<file path="src/sv/wsb_pkg.sv">
// ----------------------------------------------------------------------------
// wsb_pkg
// Shared types and constants for the weighted-sum-plus-bias kernel.
// ----------------------------------------------------------------------------
package wsb_pkg;

    // Field widths fixed by the interface
    localparam int SAMPLE_W = 16;   // Q1.15 weight / matrix element
    localparam int WIDX_W   = 10;   // weight index on the input word
    localparam int COUNT_W  = 11;   // row / column count registers
    localparam int BIAS_W   = 32;   // Q2.30 bias
    localparam int PROD_W   = 32;   // Q2.30 product
    localparam int ACC_W    = 48;   // Q18.30 accumulator
    localparam int OIDX_W   = 10;   // index on the result word
    localparam int CFG_IDX_W  = 3;
    localparam int CFG_DATA_W = 32;

    // Input word kinds (tuser)
    localparam logic CMD_LOAD = 1'b0;
    localparam logic CMD_ELEM = 1'b1;

    // Configuration register indexes
    typedef enum logic [CFG_IDX_W-1:0] {
        REG_REDUCE_COLS = 3'd0,
        REG_COL_MAJOR   = 3'd1,
        REG_ROW_COUNT   = 3'd2,
        REG_COL_COUNT   = 3'd3,
        REG_BIAS        = 3'd4
    } t_cfg_reg;

    // Per-word control bits, set by the front and used by the back
    typedef struct packed {
        logic is_elem;  // matrix element (else weight load)
        logic wr_ok;    // weight load address inside the store
        logic first;    // first contribution of its sum: start from bias
        logic emit;     // completes its sum: produce a result
        logic last;     // final element of the matrix
    } t_flags;

endpackage

</file>
<file path="src/sv/wsb_queue.sv">
// ----------------------------------------------------------------------------
// wsb_queue
// Four-entry word queue between the front and the back.
// ----------------------------------------------------------------------------
module wsb_queue #(
    parameter int WIDTH = 64
) (
    input  logic             i_clk,
    input  logic             i_rst_n,
    input  logic             i_push,
    input  logic [WIDTH-1:0] i_data,
    input  logic             i_pop,
    output logic [WIDTH-1:0] o_data,
    output logic             o_full,
    output logic             o_empty
);
    import wsb_pkg::*;

    localparam int Depth = 4;
    localparam int PtrW  = $clog2(Depth);

    logic [WIDTH-1:0] r_mem [Depth];
    logic [PtrW-1:0]  r_wr_ptr, r_rd_ptr;
    logic [PtrW:0]    r_count, n_count;
    logic             do_push, do_pop;

    assign o_full  = (r_count == (PtrW+1)'(Depth));
    assign o_empty = (r_count == '0);
    assign do_push = i_push & ~o_full;
    assign do_pop  = i_pop & ~o_empty;
    assign o_data  = r_mem[r_rd_ptr];

    always_comb begin
        n_count = r_count;
        case ({do_push, do_pop})
            2'b10:   n_count = r_count + (PtrW+1)'(1);
            2'b01:   n_count = r_count - (PtrW+1)'(1);
            default: n_count = r_count;
        endcase
    end

    // Storage
    always_ff @(posedge i_clk) begin
        if (do_push) begin
            r_mem[r_wr_ptr] <= i_data;
        end
    end

    // Pointers
    always_ff @(posedge i_clk) begin
        if (!i_rst_n) begin
            r_wr_ptr <= '0;
            r_rd_ptr <= '0;
            r_count  <= '0;
        end else begin
            if (do_push) r_wr_ptr <= r_wr_ptr + PtrW'(1);
            if (do_pop)  r_rd_ptr <= r_rd_ptr + PtrW'(1);
            r_count <= n_count;
        end
    end

endmodule

</file>
<file path="config.mk">
export PLATFORM = sky130hd
export DESIGN_NAME = wsb_queue
export DESIGN_NICKNAME = d
export VERILOG_FILES = /design/src/sv/wsb_pkg.sv /design/src/sv/wsb_queue.sv
export SDC_FILE = /design/constraint.sdc
export NUM_CORES = 1
export LEC_CHECK = 0
export BUFFER_PORTS_ARGS = -buffer_cell sky130_fd_sc_hd__buf_4
export CAP_MARGIN = 20
export CORE_ASPECT_RATIO = 1.2
export CORE_MARGIN = 2
export CORE_UTILIZATION = 39
export DETAILED_ROUTE_END_ITERATION = 12
export MAX_ROUTING_LAYER = met4
export PLACE_DENSITY = 0.63
export SYNTH_ARGS = -nofsm -noshare
export SYNTH_HDL_FRONTEND = slang
export SYNTH_SLANG_ARGS = --single-unit
</file>
<file path="constraint.sdc">
create_clock -name i_clk -period 3.2 [get_ports i_clk]
set_input_delay 0 -clock i_clk [delete_from_list [all_inputs] [get_ports i_clk]]
set_output_delay 0 -clock i_clk [all_outputs]
set_load 0.02 [all_outputs]
</file>
# Word-level counts from Yosys, hierarchy flattened
# Memories as Yosys holds them, arrays and structs flattened. A register that Yosys moved wholly into a read port is not among the register bits.
# Index checks and enable logic that the tools add are counted.
# word_totals
ff_bits	7
mem_bits_rw	256
inputBits	68
out_inout_bits	66
word_cells	22
mem_count	1
# memory_table
name	depth	word_bits	read_ports	rd_ports_with_merged_regs	wr	line_no	text
r_mem	4	64	1	1	1	wsb_queue.sv:22	logic [WIDTH-1:0] r_mem [Depth];
# op_classes
addsub	4
eq_ne	3
mux	5
n_bitwise	4
n_reduce_logical	2
# op_table
op	count
3-bit one-hot mux with 2 select lines	1
2-bit by 1-bit adder with 2-bit output (second input constant)	2
2-bit two-way mux	2
3-bit by 1-bit adder with 3-bit output (second input constant)	1
3-bit == test (second input constant)	1
3-bit logical NOT	1
3-bit by 1-bit subtractor with 3-bit output (second input constant)	1
1-bit bitwise AND	2
2-bit by 1-bit == test with 1-bit output (second input constant)	1
2-bit == test (second input constant)	1
1-bit two-way mux	2
1-bit NOT	2
2-bit nonzero test	1

# Longest topological paths before layout
# logic_depth
ltp_word	5
ltp_mapped	10
mapped_depth_nobuf	9

# Worst setup path before layout
# No wires, ideal clock.
# synth_path
kind	reg-to-reg
from	register r_count[2]
to	memory r_mem[0][0], enable pin
setup_ps	429
arrival_time_ps	2303
t_required_ps	2771
path_slack_ps	468
stages_incl_launch_ff	5
n_path_buf	1
period_less_slack_ps	2732
path_cell_list	dfxtp_1 -> nor3b_2 -> nor2b_1 -> buf_2 -> and2_1
# synth_via
elab_chain_len	5
# synth_lines
item	line_no	text
start, declared	wsb_queue.sv:24	logic [PtrW:0] r_count, n_count;
start signal, assigned	wsb_queue.sv:58	r_count <= n_count;
3-bit == test	wsb_queue.sv:27	assign o_full = (r_count == (PtrW+1)'(Depth));
named net o_full	wsb_queue.sv:14	output logic o_full,
1-bit NOT	wsb_queue.sv:29	assign do_push = i_push & ~o_full;
1-bit bitwise AND	wsb_queue.sv:29	
1-bit two-way mux	wsb_queue.sv:44	if (do_push) begin
1-bit two-way mux (not written as such)	wsb_queue.sv:45	r_mem[r_wr_ptr] <= i_data;
end, declared	wsb_queue.sv:22	
# The timed path passes the listed nets, and every way through them passes these cells.

==> qor.csv <==
metric,value,unit
row_count,63,
rsz0062_at_grt,no,
final_max_slew_viol_count,0,
grt_use_total,14.4,%
worstPathCellList,buf_4 -> mux4_1 -> buf_4,
portBuffers,133,
synthToLayoutAreaGrowth,28.9,%
start_util,39.6,%
wirelength,18.6,mm
ctsHtreeMaxLevel,1,
wl_per_cell,19.5,µm
antenna_found_initial,2,
grt_max_degree,65,
slowest_stage,dfxtp_4,
clk_latency,0.51,ns
routed_via_density,4.88,
skew,0.0151,ns
design_area,12600,µm²
timing.final.ws_setup,0.784,ns
outcome,completed,
ant_nets,0,
gp_congestion,0.690,
cts_tree,done,
nNetsFinal,679,
total_power,9.68,mW
tightestPinTransition,0.952,ns
synthesis.area,9810,µm²
syn_inst,388,
endpoint_kind,output port,
final_layout_size_suffix_gt1_share,39.2,%
clk_path_buf_depth,3,
max-cap-violations,0,
met1_usage,18.0,%
cp.arrival,2.42,ns
synthesis.nets,462,
hold_ws,0.225,ns
overflow,0,
drc,0,
dieArea,26400,µm²
ys_types,24,
firstDrtPassIters,4,
hp-class,input pin to flop,
dr.first_iter.drc_count,286,
ys_ff_latch,265,
max_clock_freq,414,MHz
hold_viol_final,0,
swShare,27.2,%
p_switching,2.63,mW
grt_pass1_wl,28.1,mm
fp.dieW,149,µm
required,3.20,ns
crit_path_max_incr_delay,0.69,ns
grt_pass1_vias,4941,
cp_max_fo,26,
setup_viol,0,
crit_top_cell,buf_4,
slew_headroom,36.5,%
top_usage_layer,met2,
synth-seq-area-share,80.2,%
cts_sinks,265,
period_share,75.5,%
p_int,7.05,mW
power_density,766,nW/µm²
met2_usage,24.5,%
cts_root_buf,clkbuf_16,
vias,4638,
crit_family,flip-flops,
path_class,flop to output port,
power_frac_comb,24.9,%
path_buf_inv,2,
start_kind,flop,
syn_area_per_cell,25.3,µm²
cts.clk_slew.worst_paths,0.06,ns
core_area,24800,µm²
placed_area,11200,µm²
grtUsageMet3,3.11,%
cts_inserted_buffers,25,
yosysWarnings,0,
ios,134,
dpl.hpwl,11.3,mm
setup_tns,0,ns
preCtsSetupSlack,0.962,ns
seqPwrFrac,45.4,%
power.ir.vdd_worst,376,µV
min_period,2.42,ns
leakagePower,4.27,nW
power_frac_clock,29.7,%
dieHeight,178,µm
cell families (layout without fill, tap and decap cells):
family / Yosys count / after routing / share of synthesized area (%)
compound gates: 7 / 7 / 0.408
other cells: 0 / 2 / 0
xor+xnor: 2 / 2 / 0.179
simple gates: 20 / 20 / 1.28
mux: 66 / 66 / 15.1
buf+inv: 22 / 257 / 2.03
fa+ha+maj: 6 / 6 / 0.842
flops: 265 / 265 / 80.2
worst reg2reg max path, cell delays in order (launching register included):
cell	delay [ns]
dfxtp_1	0.38
nor3b_2	0.25
nor2b_1	0.18
inv_1	0.09
ha_1	0.18
inv_1	0.07
fa_1	0.37
xor2_1	0.17
or3_1	0.32
a21boi_0	0.18
worst paths after layout:
kind | from | to | slack (ns) | cells after the start
max | flop | o_data[53] | 0.78 | 3
min | i_data[9] | r_mem[3][9] | 0.23 | 2
max reg2reg | r_count[2] | r_count[2] | 0.94 | 9
min reg2reg | r_rd_ptr[0] | flop | 0.50 | 2
registers in the layout, indices dropped and copies added, names as in the netlist, named ones only:
name,flops
r_wr_ptr,2
r_count,3
r_mem,256
r_rd_ptr,2
metrics by stage:
stage / std cells / util, %
after detailed placement: 836 / 45.1
after floorplan: 388 / -
after CTS: 948 / 51.1
after global placement: 836 / 45.1
final: 950 / 51.1
after global routing: 950 / 51.1
final cells by class:
class	count	area, µm²
flip-flops and latches	265	7880
repair buffers	206	1780
well taps	325	407
diodes	2	5.00
inverters	6	22.5
clock buffers	29	641
clock inverters	16	163
fillers	1988	12100
multi-input cells	101	1750
synthesized netlist by cell type:
library cell    n  area, µm²
and2_1          6       37.5
ha_1            5       62.6
buf_12          6        120
nor3_2          1       10.0
edfxtp_1      256       7690
inv_1           6       22.5
mux2i_1         2       20.0
xor2_1          1       8.76
nor3b_2         1       12.5
o21ai_0         5       25.0
buf_6           1       11.3
nand2_1         7       26.3
xnor2_1         1       8.76
clkbuf_2        2       10.0
a21boi_0        2       15.0
or3_1           2       12.5
dfxtp_1         9        180
and2b_2         1       8.76
buf_2           7       35.0
fa_1            1       20.0
or4bb_1         1       11.3
mux4_1          4        105
mux4_2         60       1350
nor2b_1         1       6.26
per-layer routing:
metal | vias to the layer above | share of wire (%)
met3 | 16 | 5.8
met2 | 134 | 52
li1 | 2076 | -
met4 | 0 | 1.3
met5 | - | 0
met1 | 2412 | 41
what timing repair did:
action / in CTS / in global routing
gates resized for setup: 0 / 0
hold endpoints to repair: 265 / 0
hold buffers: 67 / 0
buffers inserted: 0 / 0
cells in the final DEF (no fill, tap or decap), types with 6 or more instances in the layout:
master | synthesis | routed
edfxtp_1 | 256 | 256
nand2_1 | 7 | 7
buf_4 | 0 | 134
mux4_2 | 60 | 60
dfxtp_1 | 9 | 7
inv_1 | 6 | 6
clkbuf_16 | 0 | 25
dlygate4sd3_1 | 0 | 67
power groups by stage:
stage	Clock (mW)	Combinational [mW]	Sequential [mW]
2_1_floorplan	0	1.67	4.33
3_3_place_gp	0	2.36	4.46
3_5_place_dp	0	2.39	4.48
4_1_cts	2.94	2.47	4.41
5_1_grt	3.08	2.58	4.44
6_report	2.87	2.41	4.39
No activity file was read; power rests on OpenSTA's default activity.
