==> config.mk <==
export PLATFORM = sky130hd
export DESIGN_NAME = wsb_front
export DESIGN_NICKNAME = d
export VERILOG_FILES = /design/src/sv/wsb_pkg.sv /design/src/sv/wsb_front.sv
export SDC_FILE = /design/constraint.sdc
export NUM_CORES = 1
export LEC_CHECK = 0
export BUFFER_PORTS_ARGS = -buffer_cell sky130_fd_sc_hd__buf_4
export CAP_MARGIN = 20
export CORE_MARGIN = 2
export CORE_UTILIZATION = 32
export DETAILED_ROUTE_END_ITERATION = 10
export GPL_TIMING_DRIVEN = 0
export SKIP_CTS_REPAIR_TIMING = 1
export SLEW_MARGIN = 30
export SYNTH_ARGS = -nofsm -noshare
export SYNTH_HDL_FRONTEND = slang
export SYNTH_SLANG_ARGS = --single-unit
==> constraint.sdc <==
create_clock -name i_clk -period 4.4 [get_ports i_clk]
set_input_delay 0.44 -clock i_clk [delete_from_list [all_inputs] [get_ports i_clk]]
set_output_delay 0.44 -clock i_clk [all_outputs]
set_load 0.03 [all_outputs]
==> src/sv/wsb_pkg.sv <==
// ----------------------------------------------------------------------------
// wsb_pkg
// Shared types and constants for the weighted-sum-plus-bias kernel.
// ----------------------------------------------------------------------------
package wsb_pkg;

    // Field widths fixed by the interface
    localparam int SAMPLE_W = 16;   // Q1.15 weight / matrix element
    localparam int WIDX_W   = 10;   // weight index on the input word
    localparam int COUNT_W  = 11;   // row / column count registers
    localparam int BIAS_W   = 32;   // Q2.30 bias
    localparam int PROD_W   = 32;   // Q2.30 product
    localparam int ACC_W    = 48;   // Q18.30 accumulator
    localparam int OIDX_W   = 10;   // index on the result word
    localparam int CFG_IDX_W  = 3;
    localparam int CFG_DATA_W = 32;

    // Input word kinds (tuser)
    localparam logic CMD_LOAD = 1'b0;
    localparam logic CMD_ELEM = 1'b1;

    // Configuration register indexes
    typedef enum logic [CFG_IDX_W-1:0] {
        REG_REDUCE_COLS = 3'd0,
        REG_COL_MAJOR   = 3'd1,
        REG_ROW_COUNT   = 3'd2,
        REG_COL_COUNT   = 3'd3,
        REG_BIAS        = 3'd4
    } t_cfg_reg;

    // Per-word control bits, set by the front and used by the back
    typedef struct packed {
        logic is_elem;  // matrix element (else weight load)
        logic wr_ok;    // weight load address inside the store
        logic first;    // first contribution of its sum: start from bias
        logic emit;     // completes its sum: produce a result
        logic last;     // final element of the matrix
    } t_flags;

endpackage

==> src/sv/wsb_front.sv <==
// ----------------------------------------------------------------------------
// wsb_front
// Accepts input words, walks the matrix position and tags each element with
// its accumulator slot, weight slot and start / finish flags.
// ----------------------------------------------------------------------------
module wsb_front #(
    parameter int STORE_DEPTH = 1024,
    parameter int IDX_W       = 10
) (
    input  logic                          i_clk,
    input  logic                          i_rst_n,
    // input stream
    input  logic                          s_axis_tvalid,
    output logic                          s_axis_tready,
    input  logic                          i_cmd,
    input  logic [wsb_pkg::WIDX_W-1:0]    i_weight_index,
    input  logic [wsb_pkg::SAMPLE_W-1:0]  i_sample,
    // geometry
    input  logic                          i_restart,
    input  logic                          i_reduce_cols,
    input  logic                          i_col_major,
    input  logic [IDX_W-1:0]              i_rows_m1,
    input  logic [IDX_W-1:0]              i_cols_m1,
    // queue side
    input  logic                          i_full,
    output logic                          o_push,
    output wsb_pkg::t_flags               o_flags,
    output logic [IDX_W-1:0]              o_addr_w,
    output logic [IDX_W-1:0]              o_addr_k,
    output logic [wsb_pkg::SAMPLE_W-1:0]  o_sample
);
    import wsb_pkg::*;

    logic [IDX_W-1:0] r_slow, n_slow;
    logic [IDX_W-1:0] r_fast, n_fast;
    logic [IDX_W-1:0] slow_last, fast_last, red_last;
    logic [IDX_W-1:0] row, col, k, j;
    logic             is_elem, wr_ok, fast_end, slow_end;

    assign s_axis_tready = ~i_full;
    assign o_push        = s_axis_tvalid & ~i_full;
    assign is_elem       = (i_cmd == CMD_ELEM);

    // Position decode
    always_comb begin
        slow_last = i_col_major ? i_cols_m1 : i_rows_m1;
        fast_last = i_col_major ? i_rows_m1 : i_cols_m1;
        row       = i_col_major ? r_fast : r_slow;
        col       = i_col_major ? r_slow : r_fast;
        if (i_reduce_cols) begin
            k        = row;
            j        = col;
            red_last = i_cols_m1;
        end else begin
            k        = col;
            j        = row;
            red_last = i_rows_m1;
        end
        fast_end = (r_fast == fast_last);
        slow_end = (r_slow == slow_last);
        wr_ok    = (int'(i_weight_index) < STORE_DEPTH);
    end

    // Word tagging
    always_comb begin
        o_flags.is_elem = is_elem;
        o_flags.wr_ok   = wr_ok;
        o_flags.first   = (j == '0);
        o_flags.emit    = (j == red_last);
        o_flags.last    = fast_end & slow_end;
        o_addr_w        = is_elem ? j : IDX_W'(i_weight_index);
        o_addr_k        = k;
        o_sample        = i_sample;
    end

    // Position advance
    always_comb begin
        n_slow = r_slow;
        n_fast = r_fast;
        if (i_restart) begin
            n_slow = '0;
            n_fast = '0;
        end else if (o_push && is_elem) begin
            if (fast_end) begin
                n_fast = '0;
                n_slow = slow_end ? '0 : r_slow + IDX_W'(1);
            end else begin
                n_fast = r_fast + IDX_W'(1);
            end
        end
    end

    always_ff @(posedge i_clk) begin
        if (!i_rst_n) begin
            r_slow <= '0;
            r_fast <= '0;
        end else begin
            r_slow <= n_slow;
            r_fast <= n_fast;
        end
    end

endmodule

# == Word level (Yosys, flattened, before mapping) ==
# Index checks and enable logic that the tools add are counted.
# op_classes
n_addsub,2
n_eq_ne,3
mux,10
n_bitwise,4
reduce_logical,4
# ops
cell,count
$mux W10,10
$eq A10 B10 Y1,3
$add A10 B1 Y10 const B,2
$logic_not A10 Y1,1
$and A1 B1 Y1,2
$not A1 Y1,2
$reduce_and A2 Y1,1
$reduce_or A2 Y1,1
$logic_and A1 B1 Y1,1
# totals
reg_bits,20
word_cells,25

# == Depth between registers and ports, before layout ==
# depth
ltp_word,4
depth_mapped,10

# == Least setup slack after synthesis ==
# Ideal clock, no wire load.
# synth_path
kind,input -> output
start,input i_col_major
end,output o_flags[1] (netlist bit)
arrival_time_ns,2.656
required_time_ns,3.960
setup_slack_ns,1.304
stages,7
n_path_buf,3
path_cell_list,buf_6 -> buf_4 -> inv_1 -> buf_2 -> mux4_2 -> nor4_1 -> nor3b_1
# synth_rtl
item,line,source
start: declaration,wsb_front.sv:21,"input logic i_col_major,"
end: declaration,wsb_front.sv:27,"output wsb_pkg::t_flags o_flags,"

==> summary.md <==
| Metric | Value |
|---|---|
| DP Worst Slack | between 1000 and 1500 ps |
| Cts bufs inserted | 3 |
| Reg area | 400.4 um2 |
| EDFF count, synth | 0 |
| Syn Inst Count | 346 |
| Slew Limit Headroom | between 50% and 60% |
| First DRT Iteration DRCs | 82 |
| Most frequent cell after synthesis | nor2_1 |
| CTS tree | built |
| Post-DP HPWL | 6.710 mm |
| First-pass GRT wire length | 13.79 mm |
| Sw Share | 34.09% |
| Pwr Density | about 160 mW/mm2 |
| FILL cells | 906 |
| Critical path launch point type | input port |
| Top cells by area, synth | dfxtp_1 (14%), mux4_2 (13%), mux2i_1 (11%), xnor2_1 (7.1%), buf_4 (5.3%) |
| Share of cells above drive strength 1 | 33.88% |
| Logic pwr share | a little over two fifths |
| Clk_lat worst skew | between 200 and 300 ps |
| Root buffer cell | clkbuf_8 |
| Ports | 97 |
| Cell leakage power | between 1 and 1.5 nW |
| Total track usage | approximately 17% |
| YS warnings | 0 |
| Post-synth ARST share | 0% |
| Footprint of the multi-input gates | about 0.0021 mm2 |
| Max-cap violation count | 0 |
| Total Routed Length | approximately 8.5 mm |
| Status | finished clean |
| Clock Skews | between 2 and 3 ps |
| Top cells by count, synth | nor2_1 (37), mux2i_1 (30), clkbuf_1 (26) |
| Synth cell types | 45 |
| Drt wl/cell | 15.90 um |
| DRT Pass-1 Iters | 5 |
| Setup TNS | 0 ps |
| Worst EP arrival | ~2600 ps |
| Die Width | 97.90 um |
| Vias post-DR | 2840 |
| Vias in the first global route | approximately 2800 |
| Power consumption | roughly 0.00058 W |
| Largest net degree at the start of global routing | 12 |
| Final setup fails | 0 |
| Post-synthesis adder-cell area fraction | 0.8869% |
| Port Buffer Count | 78 |
| RePlAce Congestion | 0.8469 |
| Crit Path Class | in2out |
| Worst-path clk slew | ~80 ps |
| Int Pwr | 0.0003799 W |
| Syn nets | 402 |
| Clock Path Buffers | 2 |
| Area of the core | between 0.008 and 0.009 mm2 |
| Type of the most critical hold path | in2reg |
| Final min period | 3038 ps |
| Worst EP required | 3960 ps |
| Compound-cell area share of the yosys netlist | 11.84% |
| Simple-Gate Fraction of Synth Area | 25.41% |
| Ant diodes | 0 |
| Placed Cells | 532 |
| Initial core utilization | 32.67% |
| Xor/xnor cell area share of the yosys netlist | under 10% |
| Top FF cell, synth | dfxtp_1 |
| Mapped Area | ~0.0028 mm2 |
| P&R area growth vs syn | 27.49% |
| Final worst setup slack | 1362 ps |
| Die H | around 98 um |
| Row cnt | 34 |
| Layout Cells excl Fill | around 540 |
| Final Hold Viols | 0 |
| Nets@finish | approximately 490 |
| Psw | 0.0001965 W |
| CP Max Fanout | 10 |
| Residual DRC | 0 |
| Seq pwr share | 31.4% |
| Synth area leader | dfxtp_1 |
| Post-synthesis mux area share | between 20% and 30% |
| CP endpoint kind | primary output |
| Final ANT Viol Nets | 0 |
| Seq cells post-synth | 20 |
| Unrepaired setup endpoints after global routing | false |
| Sequential element share of the synthesized area | 14.19% |
| Maximum vdd drop | approximately 0.098 mV |
| # H-tree levels | 1 |
| TritonCTS Sinks | 20 |
| Clock Power Share | about a quarter |
| Vias/cell | 5.299 |
| Final Cycle Share | 69.05% |
| Highest clock rate | 0.3292 GHz |
| Hold Slack | 588.8 ps |
| Initial antenna violation count | 0 |
| Worst-Margin Slew | 701.8 ps |
| Grt total ovfl | 0 |
| Yosys top cell area share | 14.19% |
| Max-slew violations | 0 |
| Die ar. | 0.009584 mm2 |
| Syn Area/Cell | 8.154 um2 |
| Largest family of logic cells by synthesized area | multiplexers |
## critical path: stages
cell and delay (ps):
buf_4 100, clkbuf_1 370, buf_2 310, clkbuf_1 320, nand3b_1 160, a21oi_1 70, a31oi_1 180, o2111ai_1 170
nor3b_1 270, buf_4 210
## per-layer routing
layer	up-vias	global-route usage [%]	part of all wire (%)
met1	1356	23.11	44
met4	0	4.487	1.3
met5	-	0	0
met2	94	30.61	49
li1	1380	-	-
met3	10	1.432	5.6
## sequential cells by signal (all words and copies together) (netlist names)
register  count
r_slow       10
r_fast       10
## cell type report
cell class | count | area share (%)
multi-input combinational | 265 | 58.26
clock buffer | 4 | 1.530
timing repair buffer | 78 | 16.28
inverter | 6 | 0.6261
buffer | 55 | 8.417
tap | 108 | 3.757
sequential | 20 | 11.13
## final timing paths
path | start | to | slack (ps) | cells past startpoint
worst max-delay path | i_reduce_cols | o_flags[1] | 1360 | 10
worst min-delay path | i_cmd | r_fast[0]$_SDFFE_PP0P_ | 590 | 4
worst max register to register | r_slow[5]$_SDFFE_PP0P_ | r_slow[7]$_SDFFE_PP0P_ | 2040 | 6
worst min register to register | r_slow[1]$_SDFFE_PP0P_ | r_slow[1]$_SDFFE_PP0P_ | 630 | 3
## cells by family after synthesis
kind of cell | after synthesis
xor+xnor | 29
compound gates | 50
fa+ha+maj | 2
simple gates | 128
buf+inv | 61
flops | 20
other cells | 1
mux | 55
## power groups by stage
stage | logic (W) | registers [W] | clock network, W
2_1_floorplan | 0.000170 | 0.000185 | 0
6_report | 0.000252 | 0.000181 | 0.000143
3_3_place_gp | 0.000247 | 0.000185 | 0
3_5_place_dp | 0.000252 | 0.000185 | 0
5_1_grt | 0.000270 | 0.000181 | 0.000151
4_1_cts | 0.000253 | 0.000181 | 0.000144
## layout by cell type (no fill, tap or decap), types with 5 or more instances in the layout
| master | instances |
|---|---|
| buf_4 | 98 |
| nor2_1 | 37 |
| mux2i_1 | 30 |
| clkbuf_1 | 26 |
| xnor2_1 | 23 |
| dfxtp_1 | 20 |
| mux4_2 | 16 |
| nand2_1 | 16 |
| a21oi_1 | 15 |
| nor2b_1 | 15 |
| and2_1 | 13 |
| mux2_2 | 9 |
| nor4_1 | 8 |
| nand3_1 | 8 |
| a22oi_1 | 7 |
| o31ai_1 | 7 |
| inv_1 | 6 |
| nand4_1 | 6 |
| o21ai_0 | 6 |
| xor2_1 | 6 |
| buf_2 | 5 |
| a31oi_1 | 5 |
## per-stage QoR
step | cell area (um2) | util, %
floorplan | 2821 | -
global placement | 3542 | 41.02
detailed placement | 3542 | 41.02
CTS | 3597 | 41.65
global route | 3597 | 41.65
finish | 3597 | 41.65
(Power assumes the default switching activity.)
